[config.mk]
export PLATFORM = sky130hd
export DESIGN_NAME = x86_64_instruction_decoder
export DESIGN_NICKNAME = d
export VERILOG_FILES = /design/src/hdl/x86dec_pkg.sv /design/src/hdl/x86_64_instruction_decoder.sv
export SDC_FILE = /design/constraint.sdc
export NUM_CORES = 2
export LEC_CHECK = 0
export ABC_AREA = 1
export BUFFER_PORTS_ARGS = -buffer_cell sky130_fd_sc_hd__buf_2
export CELL_PAD_IN_SITES_DETAIL_PLACEMENT = 1
export CELL_PAD_IN_SITES_GLOBAL_PLACEMENT = 2
export CORE_MARGIN = 2
export CORE_UTILIZATION = 37
export DETAILED_ROUTE_END_ITERATION = 8
export PLACE_DENSITY_LB_ADDON = 0.3
export SLEW_MARGIN = 20
export SYNTH_ARGS = -nofsm -noshare
export SYNTH_HDL_FRONTEND = slang
export SYNTH_SLANG_ARGS = --single-unit
[constraint.sdc]
create_clock -name clk -period 9.6 [get_ports clk]
set_input_delay 0.48 -clock clk [delete_from_list [all_inputs] [get_ports clk]]
set_output_delay 0.48 -clock clk [all_outputs]
set_load 0.02 [all_outputs]
[src/hdl/x86dec_pkg.sv]
`timescale 1ns / 1ps

package x86dec_pkg;

  // One instruction window and its address
  typedef struct packed {
    logic [63:0] bytes_low;
    logic [63:0] bytes_high;
    logic [4:0]  avail_count;
    logic [63:0] insn_address;
  } in_t;

  // One decoded instruction
  typedef struct packed {
    logic               valid_res;
    logic [4:0]         length;
    logic [5:0]         form_class;
    logic [3:0]         variant;
    logic [1:0]         operand_size;
    logic [4:0]         reg_field;
    logic [1:0]         rm_kind;
    logic [4:0]         rm_base;
    logic [4:0]         index_reg;
    logic [1:0]         scale_log2;
    logic signed [31:0] displacement;
    logic [63:0]        immediate;
  } out_t;

  // Pipeline depth from an accepted start to the result strobe
  localparam int unsigned LATENCY = 4;

endpackage

[src/hdl/x86_64_instruction_decoder.sv]
`timescale 1ns / 1ps

// x86-64 instruction decoder. Pulse start with a window of up to 16 bytes,
// the count of valid bytes and the instruction address; busy stays low, so
// a new transaction may start in every cycle. Each transaction gives exactly
// one result, shown on out_data for one cycle with out_valid high. The four
// register stages are prefix scan, opcode decode, ModRM/SIB/displacement
// decode, and immediate extraction with the 64-bit branch target add. The
// receiver cannot stall the result. A result with valid_res low ran out of
// bytes and has every other field zero.
module x86_64_instruction_decoder #(
  parameter int unsigned WINDOW_BYTES = 16
) (
  input  logic              clk,
  input  logic              rst_n,
  input  logic              start,
  output logic              busy,
  input  x86dec_pkg::in_t   in_data,
  output logic              out_valid,
  output x86dec_pkg::out_t  out_data
);

  typedef enum logic [2:0] {IK_NONE, IK_ZX, IK_SX, IK_ONE, IK_CONST} imm_kind_t;
  typedef enum logic [1:0] {GRP_NONE, GRP_FEFF, GRP_F6F7} grp_t;
  typedef enum logic [1:0] {RS_NONE, RS_OPC, RS_MODRM} reg_src_t;

  typedef struct packed {
    logic [127:0] win;
    logic [63:0]  addr;
    logic [4:0]   cnt;
    logic [4:0]   pos;
    logic         rex, w, r, x, b;
  } s1_t;

  typedef struct packed {
    logic [5:0]  cls;
    logic [3:0]  var_code;
    logic [1:0]  osz;
    reg_src_t    rs;
    logic [4:0]  regf;
    logic        rbf;
    logic        has_m;
    logic        mbf;
    logic        var_m;
    grp_t        grp;
    logic [7:0]  opc;
    logic [1:0]  oplen;
    imm_kind_t   ik;
    logic [3:0]  ilen;
    logic        br;
    logic [15:0] iconst;
  } dec_t;

  typedef struct packed {
    logic [127:0] win;
    logic [63:0]  addr;
    logic         ok;
    logic [4:0]   endp;
    logic [5:0]   ipos;
    logic [5:0]   cls;
    logic [3:0]   var_code;
    logic [1:0]   osz;
    logic [4:0]   regf;
    logic [1:0]   rm_kind;
    logic [4:0]   rm_base;
    logic [4:0]   idx;
    logic [1:0]   scale;
    logic [31:0]  disp;
    imm_kind_t    ik;
    logic [3:0]   ilen;
    logic         br;
    logic [15:0]  iconst;
  } s3_t;

  function automatic logic [7:0] byte_at(input logic [127:0] win, input logic [5:0] p);
    byte_at = win[p[3:0]*8 +: 8];
  endfunction

  function automatic logic [4:0] regnum(input logic [2:0] x3, input logic ext,
                                        input logic bytef, input logic rex);
    if (bytef && !rex && x3[2]) regnum = {2'b10, 1'b0, x3[1:0]};
    else regnum = {1'b0, ext, x3};
  endfunction

  assign busy = 1'b0;

  // ---------------- stage 1: prefix scan ----------------
  logic              v1_r, v2_r, v3_r;
  s1_t               s1_r, s1_nxt;
  s1_t               s2b_r;
  dec_t              s2_r, s2_nxt;
  s3_t               s3_r, s3_nxt;
  x86dec_pkg::out_t  out_r, out_nxt;
  logic              vo_r;

  always_comb begin
    logic [127:0] win;
    logic [4:0]   cnt;
    logic [15:0]  stop;
    logic [4:0]   pos;
    logic [7:0]   pb, pv;
    win = {in_data.bytes_high, in_data.bytes_low};
    cnt = (in_data.avail_count > 5'(WINDOW_BYTES)) ? 5'(WINDOW_BYTES) : in_data.avail_count;
    for (int i = 0; i < 16; i++) begin
      pb = win[i*8 +: 8];
      stop[i] = !((pb[7:4] == 4'h4 || pb == 8'h66 || pb == 8'h67 || pb == 8'hF2 ||
                   pb == 8'hF3) && (5'(i) < cnt));
    end
    // find the first byte that ends the prefix run
    pos = 5'd16;
    for (int i = 15; i >= 0; i--) begin
      if (stop[i]) pos = 5'(i);
    end
    // the last prefix decides REX: a legacy prefix after it cancels it
    pv = (pos != 5'd0) ? win[(4'(pos - 5'd1))*8 +: 8] : 8'h00;
    s1_nxt.win  = win;
    s1_nxt.addr = in_data.insn_address;
    s1_nxt.cnt  = cnt;
    s1_nxt.pos  = pos;
    s1_nxt.rex  = (pos != 5'd0) && (pv[7:4] == 4'h4);
    s1_nxt.w    = s1_nxt.rex && pv[3];
    s1_nxt.r    = s1_nxt.rex && pv[2];
    s1_nxt.x    = s1_nxt.rex && pv[1];
    s1_nxt.b    = s1_nxt.rex && pv[0];
  end

  // ---------------- stage 2: opcode decode ----------------
  always_comb begin
    logic [7:0] opc, k;
    logic       bf;
    opc = byte_at(s1_r.win, {1'b0, s1_r.pos});
    k   = byte_at(s1_r.win, {1'b0, s1_r.pos} + 6'd1);
    bf  = !opc[0];
    s2_nxt = '0;
    s2_nxt.osz = s1_r.w ? 2'd3 : 2'd2;
    s2_nxt.opc = opc;
    s2_nxt.oplen = 2'd1;
    s2_nxt.ik = IK_NONE;
    s2_nxt.grp = GRP_NONE;
    s2_nxt.rs = RS_NONE;
    case (opc)
      8'h90: begin
        if (s1_r.b) begin
          s2_nxt.cls = 6'd46; s2_nxt.regf = 5'd8;
        end else s2_nxt.cls = 6'd1;
      end
      8'hCC: s2_nxt.cls = 6'd2;
      8'hC3: begin s2_nxt.cls = 6'd3; s2_nxt.osz = 2'd3; end
      8'hC9: begin s2_nxt.cls = 6'd4; s2_nxt.osz = 2'd3; end
      8'h98: s2_nxt.cls = 6'd5;
      8'h99: s2_nxt.cls = 6'd6;
      8'hF4: s2_nxt.cls = 6'd7;
      8'hCD: begin s2_nxt.cls = 6'd8; s2_nxt.ik = IK_ZX; s2_nxt.ilen = 4'd1; end
      8'hC2: begin
        s2_nxt.cls = 6'd22; s2_nxt.osz = 2'd3; s2_nxt.ik = IK_ZX; s2_nxt.ilen = 4'd2;
      end
      8'h68: begin
        s2_nxt.cls = 6'd19; s2_nxt.osz = 2'd3; s2_nxt.ik = IK_ZX; s2_nxt.ilen = 4'd4;
      end
      8'h6A: begin
        s2_nxt.cls = 6'd19; s2_nxt.osz = 2'd3; s2_nxt.ik = IK_SX; s2_nxt.ilen = 4'd1;
      end
      8'hEB: begin
        s2_nxt.cls = 6'd20; s2_nxt.osz = 2'd3; s2_nxt.br = 1'b1;
        s2_nxt.ik = IK_SX; s2_nxt.ilen = 4'd1;
      end
      8'hE9, 8'hE8: begin
        s2_nxt.cls = (opc == 8'hE8) ? 6'd21 : 6'd20; s2_nxt.osz = 2'd3; s2_nxt.br = 1'b1;
        s2_nxt.ik = IK_SX; s2_nxt.ilen = 4'd4;
      end
      8'h8D, 8'h63: begin
        s2_nxt.cls = (opc == 8'h63) ? 6'd26 : 6'd23;
        if (opc == 8'h63) s2_nxt.osz = 2'd3;
        s2_nxt.has_m = 1'b1; s2_nxt.rs = RS_MODRM;
      end
      8'hC6: begin
        s2_nxt.cls = 6'd27; s2_nxt.osz = 2'd0; s2_nxt.has_m = 1'b1; s2_nxt.mbf = 1'b1;
        s2_nxt.ik = IK_ZX; s2_nxt.ilen = 4'd1;
      end
      8'hC7: begin
        s2_nxt.cls = 6'd27; s2_nxt.has_m = 1'b1; s2_nxt.ik = IK_ZX; s2_nxt.ilen = 4'd4;
      end
      8'h0F: begin
        s2_nxt.oplen = 2'd2;
        if (k == 8'h05) s2_nxt.cls = 6'd9;
        else if (k == 8'h31) s2_nxt.cls = 6'd10;
        else if (k == 8'h1F) begin
          s2_nxt.cls = 6'd11; s2_nxt.has_m = 1'b1;
        end else if (k[7:4] == 4'h8) begin
          s2_nxt.cls = 6'd12; s2_nxt.var_code = k[3:0]; s2_nxt.osz = 2'd3;
          s2_nxt.br = 1'b1; s2_nxt.ik = IK_SX; s2_nxt.ilen = 4'd4;
        end else if (k[7:4] == 4'h9) begin
          s2_nxt.cls = 6'd13; s2_nxt.var_code = k[3:0]; s2_nxt.osz = 2'd0;
          s2_nxt.has_m = 1'b1; s2_nxt.mbf = 1'b1;
        end else if (k == 8'hB6 || k == 8'hB7 || k == 8'hBE || k == 8'hBF) begin
          s2_nxt.cls = k[3] ? 6'd15 : 6'd14; s2_nxt.var_code = {3'd0, k[0]};
          s2_nxt.has_m = 1'b1; s2_nxt.mbf = !k[0]; s2_nxt.rs = RS_MODRM;
        end else if (k == 8'hAF) begin
          s2_nxt.cls = 6'd16; s2_nxt.has_m = 1'b1; s2_nxt.rs = RS_MODRM;
        end else begin
          s2_nxt.ik = IK_CONST; s2_nxt.iconst = {8'h0F, k};
        end
      end
      default: begin
        if (opc[7:4] == 4'h5) begin
          s2_nxt.cls = opc[3] ? 6'd18 : 6'd17; s2_nxt.osz = 2'd3;
          s2_nxt.regf = regnum(opc[2:0], s1_r.b, 1'b0, s1_r.rex);
        end else if (opc[7:4] == 4'h7) begin
          s2_nxt.cls = 6'd12; s2_nxt.var_code = opc[3:0]; s2_nxt.osz = 2'd3;
          s2_nxt.br = 1'b1; s2_nxt.ik = IK_SX; s2_nxt.ilen = 4'd1;
        end else if (opc[7:2] == 6'b100010) begin
          s2_nxt.cls = opc[1] ? 6'd25 : 6'd24;
          if (bf) s2_nxt.osz = 2'd0;
          s2_nxt.has_m = 1'b1; s2_nxt.mbf = bf; s2_nxt.rs = RS_MODRM; s2_nxt.rbf = bf;
        end else if (opc[7:4] == 4'hB) begin
          s2_nxt.cls = 6'd28;
          s2_nxt.regf = regnum(opc[2:0], s1_r.b, !opc[3], s1_r.rex);
          s2_nxt.ik = IK_ZX;
          if (!opc[3]) begin
            s2_nxt.osz = 2'd0; s2_nxt.ilen = 4'd1;
          end else s2_nxt.ilen = s1_r.w ? 4'd8 : 4'd4;
        end else if (opc < 8'h40 && !opc[2]) begin
          s2_nxt.cls = opc[1] ? 6'd30 : 6'd29; s2_nxt.var_code = {1'b0, opc[5:3]};
          if (bf) s2_nxt.osz = 2'd0;
          s2_nxt.has_m = 1'b1; s2_nxt.mbf = bf; s2_nxt.rs = RS_MODRM; s2_nxt.rbf = bf;
        end else if (opc == 8'h80 || opc == 8'h81 || opc == 8'h83) begin
          s2_nxt.cls = 6'd31;
          if (opc == 8'h80) s2_nxt.osz = 2'd0;
          s2_nxt.has_m = 1'b1; s2_nxt.mbf = (opc == 8'h80); s2_nxt.var_m = 1'b1;
          s2_nxt.ik = (opc == 8'h83) ? IK_SX : IK_ZX;
          s2_nxt.ilen = (opc == 8'h81) ? 4'd4 : 4'd1;
        end else if (opc == 8'hFE || opc == 8'hFF) begin
          s2_nxt.has_m = 1'b1; s2_nxt.mbf = bf; s2_nxt.var_m = 1'b1; s2_nxt.grp = GRP_FEFF;
        end else if (opc == 8'hF6 || opc == 8'hF7) begin
          if (bf) s2_nxt.osz = 2'd0;
          s2_nxt.has_m = 1'b1; s2_nxt.mbf = bf; s2_nxt.var_m = 1'b1; s2_nxt.grp = GRP_F6F7;
        end else if (opc == 8'hC0 || opc == 8'hC1 || opc[7:2] == 6'b110100) begin
          if (bf) s2_nxt.osz = 2'd0;
          s2_nxt.has_m = 1'b1; s2_nxt.mbf = bf; s2_nxt.var_m = 1'b1;
          if (opc[7:4] == 4'hC) begin
            s2_nxt.cls = 6'd42; s2_nxt.ik = IK_ZX; s2_nxt.ilen = 4'd1;
          end else if (!opc[1]) begin
            s2_nxt.cls = 6'd43; s2_nxt.ik = IK_ONE;
          end else s2_nxt.cls = 6'd44;
        end else if (opc == 8'h86 || opc == 8'h87) begin
          s2_nxt.cls = 6'd45;
          if (bf) s2_nxt.osz = 2'd0;
          s2_nxt.has_m = 1'b1; s2_nxt.mbf = bf; s2_nxt.rs = RS_MODRM; s2_nxt.rbf = bf;
        end else if (opc[7:3] == 5'b10010) begin
          s2_nxt.cls = 6'd46; s2_nxt.regf = regnum(opc[2:0], s1_r.b, 1'b0, s1_r.rex);
        end else if (opc == 8'h69 || opc == 8'h6B) begin
          s2_nxt.cls = 6'd47; s2_nxt.has_m = 1'b1; s2_nxt.rs = RS_MODRM;
          s2_nxt.ik = opc[1] ? IK_SX : IK_ZX;
          s2_nxt.ilen = opc[1] ? 4'd1 : 4'd4;
        end else begin
          s2_nxt.ik = IK_CONST; s2_nxt.iconst = {8'h00, opc};
        end
      end
    endcase
  end

  // ---------------- stage 3: ModRM, SIB, displacement ----------------
  always_comb begin
    logic [5:0]  mpos, dpos, ipos, endp;
    logic [7:0]  m, sib;
    logic [1:0]  md;
    logic [2:0]  rg, rm;
    logic [2:0]  dlen;
    logic [3:0]  ilen;
    logic [31:0] draw;
    logic        has_sib;
    logic [3:0]  idx;
    mpos = {1'b0, s2b_r.pos} + {4'd0, s2_r.oplen};
    m    = byte_at(s2b_r.win, mpos);
    sib  = byte_at(s2b_r.win, mpos + 6'd1);
    md   = m[7:6];
    rg   = m[5:3];
    rm   = m[2:0];
    has_sib = (md != 2'd3) && (rm == 3'd4);
    idx  = {s2b_r.x, sib[5:3]};
    s3_nxt.win = s2b_r.win;
    s3_nxt.addr = s2b_r.addr;
    s3_nxt.cls = s2_r.cls;
    s3_nxt.var_code = s2_r.var_code;
    s3_nxt.osz = s2_r.osz;
    s3_nxt.regf = s2_r.regf;
    s3_nxt.ik = s2_r.ik;
    s3_nxt.br = s2_r.br;
    s3_nxt.iconst = s2_r.iconst;
    s3_nxt.rm_kind = 2'd3;
    s3_nxt.rm_base = 5'd0;
    s3_nxt.idx = 5'd16;
    s3_nxt.scale = 2'd0;
    dlen = 3'd0;
    ilen = s2_r.ilen;
    if (s2_r.has_m) begin
      // decode the r/m operand, register or memory form
      if (md == 2'd3) begin
        s3_nxt.rm_kind = 2'd0;
        s3_nxt.rm_base = regnum(rm, s2b_r.b, s2_r.mbf, s2b_r.rex);
      end else begin
        s3_nxt.rm_kind = 2'd1;
        if (has_sib) begin
          s3_nxt.scale = sib[7:6];
          s3_nxt.idx = (idx == 4'd4) ? 5'd16 : {1'b0, idx};
          if (sib[2:0] == 3'd5 && md == 2'd0) begin
            s3_nxt.rm_base = 5'd16; dlen = 3'd4;
          end else s3_nxt.rm_base = {1'b0, s2b_r.b, sib[2:0]};
        end else if (rm == 3'd5 && md == 2'd0) begin
          s3_nxt.rm_kind = 2'd2; dlen = 3'd4;
        end else s3_nxt.rm_base = {1'b0, s2b_r.b, rm};
        if (md == 2'd1) dlen = 3'd1;
        else if (md == 2'd2) dlen = 3'd4;
      end
      if (s2_r.rs == RS_MODRM) s3_nxt.regf = regnum(rg, s2b_r.r, s2_r.rbf, s2b_r.rex);
      if (s2_r.var_m) s3_nxt.var_code = {1'b0, rg};
      // resolve the groups selected by the reg field
      if (s2_r.grp == GRP_FEFF) begin
        if (rg == 3'd0 || rg == 3'd1) begin
          s3_nxt.cls = 6'd32 + {5'd0, rg[0]};
          if (s2_r.mbf) s3_nxt.osz = 2'd0;
        end else if (!s2_r.mbf && (rg == 3'd2 || rg == 3'd4 || rg == 3'd6)) begin
          // call, jmp and push r/m take consecutive classes
          s3_nxt.cls = 6'd33 + {4'd0, rg[2:1]}; s3_nxt.osz = 2'd3;
        end else begin
          s3_nxt.cls = 6'd0; s3_nxt.ik = IK_CONST; s3_nxt.iconst = {8'h00, s2_r.opc};
        end
      end else if (s2_r.grp == GRP_F6F7) begin
        if (rg == 3'd0) begin
          s3_nxt.cls = 6'd37; s3_nxt.ik = IK_ZX; ilen = s2_r.mbf ? 4'd1 : 4'd4;
        end else if (rg >= 3'd2 && rg <= 3'd5) begin
          s3_nxt.cls = 6'd36 + {3'd0, rg};
        end else begin
          s3_nxt.cls = 6'd0; s3_nxt.ik = IK_CONST; s3_nxt.iconst = {8'h00, s2_r.opc};
        end
      end
      dpos = mpos + 6'd1 + {5'd0, has_sib};
      ipos = dpos + {3'd0, dlen};
    end else begin
      dpos = mpos;
      ipos = mpos;
    end
    draw = {byte_at(s2b_r.win, dpos + 6'd3), byte_at(s2b_r.win, dpos + 6'd2),
            byte_at(s2b_r.win, dpos + 6'd1), byte_at(s2b_r.win, dpos)};
    if (dlen == 3'd1) s3_nxt.disp = {{24{draw[7]}}, draw[7:0]};
    else if (dlen == 3'd4) s3_nxt.disp = draw;
    else s3_nxt.disp = 32'd0;
    endp = ipos + {2'd0, ilen};
    s3_nxt.ipos = ipos;
    s3_nxt.ilen = ilen;
    s3_nxt.endp = endp[4:0];
    s3_nxt.ok = (endp <= {1'b0, s2b_r.cnt});
  end

  // ---------------- stage 4: immediate and branch target ----------------
  always_comb begin
    logic [63:0] raw, val;
    for (int j = 0; j < 8; j++) begin
      raw[j*8 +: 8] = byte_at(s3_r.win, s3_r.ipos + 6'(j));
    end
    case (s3_r.ilen)
      4'd1:    val = (s3_r.ik == IK_SX) ? {{56{raw[7]}}, raw[7:0]} : {56'd0, raw[7:0]};
      4'd2:    val = {48'd0, raw[15:0]};
      4'd4:    val = (s3_r.ik == IK_SX) ? {{32{raw[31]}}, raw[31:0]} : {32'd0, raw[31:0]};
      4'd8:    val = raw;
      default: val = 64'd0;
    endcase
    if (s3_r.ik == IK_ONE) val = 64'd1;
    else if (s3_r.ik == IK_CONST) val = {48'd0, s3_r.iconst};
    if (s3_r.br) val = s3_r.addr + {59'd0, s3_r.endp} + val;
    out_nxt.valid_res    = 1'b1;
    out_nxt.length       = s3_r.endp;
    out_nxt.form_class   = s3_r.cls;
    out_nxt.variant      = s3_r.var_code;
    out_nxt.operand_size = s3_r.osz;
    out_nxt.reg_field    = s3_r.regf;
    out_nxt.rm_kind      = s3_r.rm_kind;
    out_nxt.rm_base      = s3_r.rm_base;
    out_nxt.index_reg    = s3_r.idx;
    out_nxt.scale_log2   = s3_r.scale;
    out_nxt.displacement = s3_r.disp;
    out_nxt.immediate    = val;
    // drop every field when bytes ran out
    if (!s3_r.ok) out_nxt = '0;
  end

  // advance valid bits
  always_ff @(posedge clk) begin
    if (!rst_n) begin
      v1_r <= 1'b0;
      v2_r <= 1'b0;
      v3_r <= 1'b0;
      vo_r <= 1'b0;
    end else begin
      v1_r <= start;
      v2_r <= v1_r;
      v3_r <= v2_r;
      vo_r <= v3_r;
    end
  end

  // advance payload
  always_ff @(posedge clk) begin
    s1_r  <= s1_nxt;
    s2_r  <= s2_nxt;
    s2b_r <= s1_r;
    s3_r  <= s3_nxt;
    out_r <= out_nxt;
  end

  assign out_valid = vo_r;
  assign out_data  = out_r;

endmodule

Yosys cells after proc, flatten, opt, wreduce, memory -nomap -nowiden
Cells that the tools add are included.
- bits in registers: 898
- input port bits: 200
- output and inout port bits: 135
- word-level logic and storage cells: 695
- add/sub/neg operators: 22
- magnitude comparators: 21
- equality and inequality tests: 154
- shift operators: 17
- mux-type cells: 266
- bitwise gates (word level): 2
- reductions and logical operators: 145
- operators with widths (operator ; count):
    128-bit by 8-bit variable part select with 8-bit output ; 17
    8-bit == test, second input constant ; 63
    64-bit 2-to-1 mux ; 5
    8-bit by 7-bit == test with 1-bit output, second input constant ; 37
    64-bit one-hot mux with 4 select lines ; 1
    8-bit 2-to-1 mux ; 24
    5-bit 2-to-1 mux ; 38
    6-bit 2-to-1 mux ; 24
    133-bit 2-to-1 mux ; 1
    3-bit 2-to-1 mux ; 41
    16-bit 2-to-1 mux ; 7
    24-bit 2-to-1 mux ; 4
    7-bit 2-to-1 mux ; 13
    10-bit 2-to-1 mux ; 9
    6-bit one-hot mux with 15 select lines ; 1
    4-bit 2-to-1 mux ; 22
    4-bit by 3-bit == test with 1-bit output, second input constant ; 21
    1-bit logical OR ; 78
    2-bit 2-to-1 mux ; 39
    12-bit 2-to-1 mux ; 6
    64-bit by 5-bit adder with 64-bit output ; 1
    64-bit adder ; 1
    32-bit 2-to-1 mux ; 2
    7-bit one-hot mux with 7 select lines ; 1
    66 further kinds ; 171

Depth between registers and ports, before layout
- depth after elaboration: 34
- gate-level depth with buffers: 37
- gate-level depth less buffers: 35

Least setup slack after synthesis
No wires, ideal clock.
- path kind: flip-flop to flip-flop
- start point: reg s3_r[88] in the netlist's numbering
- end point: reg out_r, in the netlist out_data[37]
- library setup time: 70 ps
- data arrival time: 5410 ps
- required time: 9530 ps
- path slack: 4121 ps
- stages on the path, launching flop included: 30
- path buffers: 6
- period minus slack after synthesis: 5479 ps
- path through: dfxtp_1 inv_1 clkbuf_1 clkbuf_1 clkbuf_1 ha_1 clkbuf_1 clkbuf_1 buf_1 a21oi_1 a21o_1 nand2_1 nand3_1 o211ai_1 nand2_1 nand2_1 inv_1 ha_1 ha_1 a21oi_1 o21ai_1 a21boi_0 o21ai_1 a21oi_1 o21ai_1 a21oi_1 o21ai_1 a21o_1 or2_1 a21oi_1
- cells in the longest elaborated chain, start to end: 8
- elaborated cells between the ends (all ways): 16
- those cells by class: add/sub: 5; shift: 5; mux: 6
- ends and longest elaborated chain (element ; line ; RTL):
    start, declared ; x86_64_instruction_decoder.sv:92 ; s3_t s3_r, s3_nxt;
    start signal, assigned ; x86_64_instruction_decoder.sv:407 ; s3_r <= s3_nxt;
    4-bit by 1-bit adder with 4-bit output or 4-bit by 2-bit adder with 4-bit output (tied branches) ; x86_64_instruction_decoder.sv:359 ; raw[j*8 +: 8] = byte_at(s3_r.win, s3_r.ipos + 6'(j));
    128-bit by 8-bit variable part select with 8-bit output ; x86_64_instruction_decoder.sv:76 ; byte_at = win[p[3:0]*8 +: 8];
    64-bit 2-to-1 mux ; x86_64_instruction_decoder.sv:364 ; 4'd4: val = (s3_r.ik == IK_SX) ? {{32{raw[31]}}, raw[31:0]} : {32'd0, raw[31:0]};
    64-bit one-hot mux with 4 select lines * ; x86_64_instruction_decoder.sv:361 ; case (s3_r.ilen)
    64-bit 2-to-1 mux * ; x86_64_instruction_decoder.sv:369 ; else if (s3_r.ik == IK_CONST) val = {48'd0, s3_r.iconst};
    64-bit 2-to-1 mux * ; x86_64_instruction_decoder.sv:368 ; if (s3_r.ik == IK_ONE) val = 64'd1;
    64-bit adder ; x86_64_instruction_decoder.sv:370 ; if (s3_r.br) val = s3_r.addr + {59'd0, s3_r.endp} + val;
    64-bit 2-to-1 mux * ; x86_64_instruction_decoder.sv:370 ;
    end signal, assigned ; x86_64_instruction_decoder.sv:408 ; out_r <= out_nxt;
    end, declared ; x86_64_instruction_decoder.sv:93 ; x86dec_pkg::out_t out_r, out_nxt;
Every way passes the cells marked *; elsewhere a longest branch is shown, timed or not.
A chain may end at the register's enable or synchronous reset.

==> results.json <==
{
  "power_density_mw_per_mm2": 219.9,
  "syn_to_final_growth_pct": 18.93,
  "cts_tree": "built",
  "grt_overflow_total": 0,
  "cts.repair.resized": 0,
  "syn_avg_cell_area_um2": 7.132,
  "die_x_um": 346.2,
  "worstPathArrival_ns": 8.85,
  "swShare": 0.3633,
  "finalHoldViolations": 0,
  "synth_cells": 6074,
  "viasPerCell": 5.536,
  "place.gp.congestion": 0.9964,
  "clockPowerShare": 0.356,
  "power_frac_comb": 0.271,
  "grt.total_usage": 0.3392,
  "r2r_slack_ns": 1.32,
  "cap_violations": 0,
  "drtPass1Iterations": 5,
  "fmax_mhz": 120.8,
  "start_kind": "flip-flop",
  "vias": 44550,
  "setup_viol": 0,
  "synth_ff_type": "dfxtp_1",
  "postPlaceCellArea_mm2": 0.04607,
  "layout_min_cycle_time_ns": 8.278,
  "status": "finished, final reports clean",
  "dieArea_mm2": 0.1198,
  "layout.cells.non_filler": 8048,
  "cts_buffer_depth": 3,
  "nFillCells": 14490,
  "synthArstFlopShare": 0,
  "skew_ns": 0.04816,
  "maxSlewHeadroom": 0.2797,
  "drc": 0,
  "p_leak_uw": 0.02465,
  "place_hpwl_um": 163400,
  "root_buffer": "clkbuf_16",
  "clock_sinks": 883,
  "place_ws_ns": 1.896,
  "end_kind": "flip-flop",
  "final_max_slew_viol_count": 0,
  "grt_pass1_vias": 43630,
  "tns_ns": 0,
  "yosysSeqAreaShare": 0.4081,
  "crit_fanout": 88,
  "crit_type": "reg -> reg",
  "pwr-share-seq": 0.373,
  "grt_max_degree": 170,
  "rsz0062_at_grt": "false",
  "power_switching_uw": 4115,
  "wl_um": 209300,
  "intPower_uw": 7212,
  "final_area_mm2": 0.05152,
  "vdd_drop_max_v": 0.0001482,
  "port_buffers": 333,
  "path_clk_slew_ns": 0.07,
  "core_area_mm2": 0.1162,
  "yosysWarnings": 0,
  "synth_edf_count": 0,
  "dp_cells": 7675,
  "post_drt_wl_per_cell_um": 26.00,
  "fin_ws_ns": 1.322,
  "ys_seq_elements": 883,
  "htreeDepth": 3,
  "hold_path.class": "in -> reg",
  "synthesis.nets": 6436,
  "tightest_slew_ns": 1.069,
  "cts_made_buffers": 96,
  "die_y_um": 346.2,
  "crit_required_ns": 10.17,
  "initial_core_util": 0.3728,
  "clk_latency_ns": 0.71,
  "synth_cell_type_count": 79,
  "ios": 335,
  "final_layout_size_suffix_gt1_frac": 0.1060,
  "num_rows": 125,
  "grt_pass1_wl_um": 301800,
  "finalCritPeriodShare": 0.8622,
  "antenna_found_initial": 11,
  "drtIter0Drc": 3768,
  "antenna_left": 0,
  "nets": 6804,
  "synth_area_mm2": 0.04332
}
registers in the layout (all words and copies together) (netlist names):
signal / flops
s2_r: 51
v1_r: 1
s3_r: 282
v2_r: 1
out_valid: 1
v3_r: 1
s2b_r: 206
s1_r: 207
out_data: 133
critical path: stages (launching register included):
cell and delay [ns]:
dfxtp_1 0.34, ha_4 0.83, inv_2 0.39, buf_4 0.40
a21oi_1 0.17, o21ai_0 0.10, nand3_1 0.10, nand3_1 0.07
nand2_1 0.15, inv_1 0.10, nor2_1 0.23, inv_1 0.10
nand3_1 0.20, inv_1 0.12, ha_1 0.28, ha_1 0.39
o21ai_4 0.24, clkinv_1 0.76, ha_1 0.63, buf_4 0.50
clkinv_2 0.90, or2_2 0.59, o211ai_1 0.10, o311ai_0 0.19
o31ai_1 0.12, o21ai_1 0.08
cell families (layout without fill, tap and decap cells):
kind of cell | after synthesis | count (layout) | synth area share
buf+inv | 992 | 1439 | 0.09061
mux | 12 | 12 | 0.002773
compound gates | 1673 | 1673 | 0.2173
other cells | 1 | 4 | 0.00008657
fa+ha+maj | 162 | 162 | 0.04818
xor+xnor | 70 | 70 | 0.01467
flops | 883 | 883 | 0.4081
simple gates | 2281 | 2281 | 0.2183
what timing repair did:
action,in CTS,in global routing
hold endpoints to repair,195,0
hold buffers,193,0
setup buffers,0,0
synth_stat cells (28+ instances only):
library cell | count | area, µm²
nand4_1 | 33 | 206.5
nor2_1 | 493 | 1851
o21ai_0 | 768 | 3844
xor2_1 | 32 | 280.3
o311ai_0 | 36 | 315.3
or2_2 | 32 | 200.2
dfxtp_1 | 883 | 17680
a31oi_1 | 48 | 300.3
a21oi_1 | 473 | 2367
o22ai_1 | 45 | 281.5
ha_1 | 154 | 1927
o211ai_1 | 109 | 818.3
inv_1 | 649 | 2436
buf_2 | 57 | 285.3
nand3_1 | 308 | 1541
o21ai_1 | 39 | 195.2
o31ai_1 | 28 | 210.2
xnor2_1 | 35 | 306.5
nand2_1 | 1293 | 4853
clkbuf_1 | 220 | 825.8
nor3_1 | 46 | 230.2
metal layers:
metal / GRT usage / up-vias / routed length [µm]
met2: 0.5325 / 1692 / 91830
met1: 0.4617 / 21650 / 93140
li1: - / 20880 / -
met3: 0.05307 / 323 / 14600
met4: 0.1441 / 6 / 9685
met5: 0 / - / 34
final timing paths:
path | from | end | cells after the start
max reg2reg | s2b_r[5]$_DFF_P_ | s3_r[37]$_DFF_P_ | 25
min reg2reg | s2b_r[23]$_DFF_P_ | s3_r[107]$_DFF_P_ | 0
max | s2b_r[5]$_DFF_P_ | s3_r[37]$_DFF_P_ | 25
min | in_data[80] | s1_r[154]$_DFF_P_ | 1
layout make-up:
type / instances / area, µm² / share of cell area
multi-input cells: 4199 / 21810 / 0.4234
flip-flops and latches: 883 / 17690 / 0.3434
repair buffers: 587 / 4069 / 0.07898
clock buffers: 124 / 2688 / 0.05217
inverters: 675 / 2541 / 0.04932
well taps: 1524 / 1907 / 0.03701
clock inverters: 53 / 803.3 / 0.01559
diodes: 3 / 7.507 / 0.0001457
cell usage in the layout (no fill, tap or decap), types with 38 or more instances in the layout:
cell | netlist | layout
nor3_1 | 46 | 46
a21oi_1 | 473 | 472
inv_1 | 649 | 644
o22ai_1 | 45 | 45
clkbuf_16 | 0 | 96
buf_2 | 57 | 333
ha_1 | 154 | 152
nand2_1 | 1293 | 1292
nor2_1 | 493 | 492
o21ai_0 | 768 | 768
o21ai_1 | 39 | 38
dlygate4sd3_1 | 0 | 193
nand3_1 | 308 | 308
a31oi_1 | 48 | 48
dfxtp_1 | 883 | 879
o211ai_1 | 109 | 109
buf_4 | 11 | 60
power by group through the flow:
| stage | Sequential (µW) | Clock (µW) | Combinational [µW] |
|---|---|---|---|
| after floorplan | 4210 | 0 | 1830 |
| after global placement | 4290 | 0 | 2890 |
| after detailed placement | 4290 | 0 | 2930 |
| after CTS | 4210 | 4090 | 3010 |
| after global routing | 4240 | 4240 | 3350 |
| final | 4220 | 4030 | 3070 |
stage by stage:
step / util / total power [µW] / hold WS, ns
6_report: 0.4433 / 11330 / 0.02454
5_1_grt: 0.4433 / 11820 / 0.02096
4_1_cts: 0.4431 / 11310 / 0.01143
3_5_place_dp: 0.3965 / 7225 / 0.3132
3_3_place_gp: 0.3965 / 7179 / 0.3115
2_1_floorplan: - / 6035 / 0.3096
Note: power is estimated with default switching activity, not from simulation.
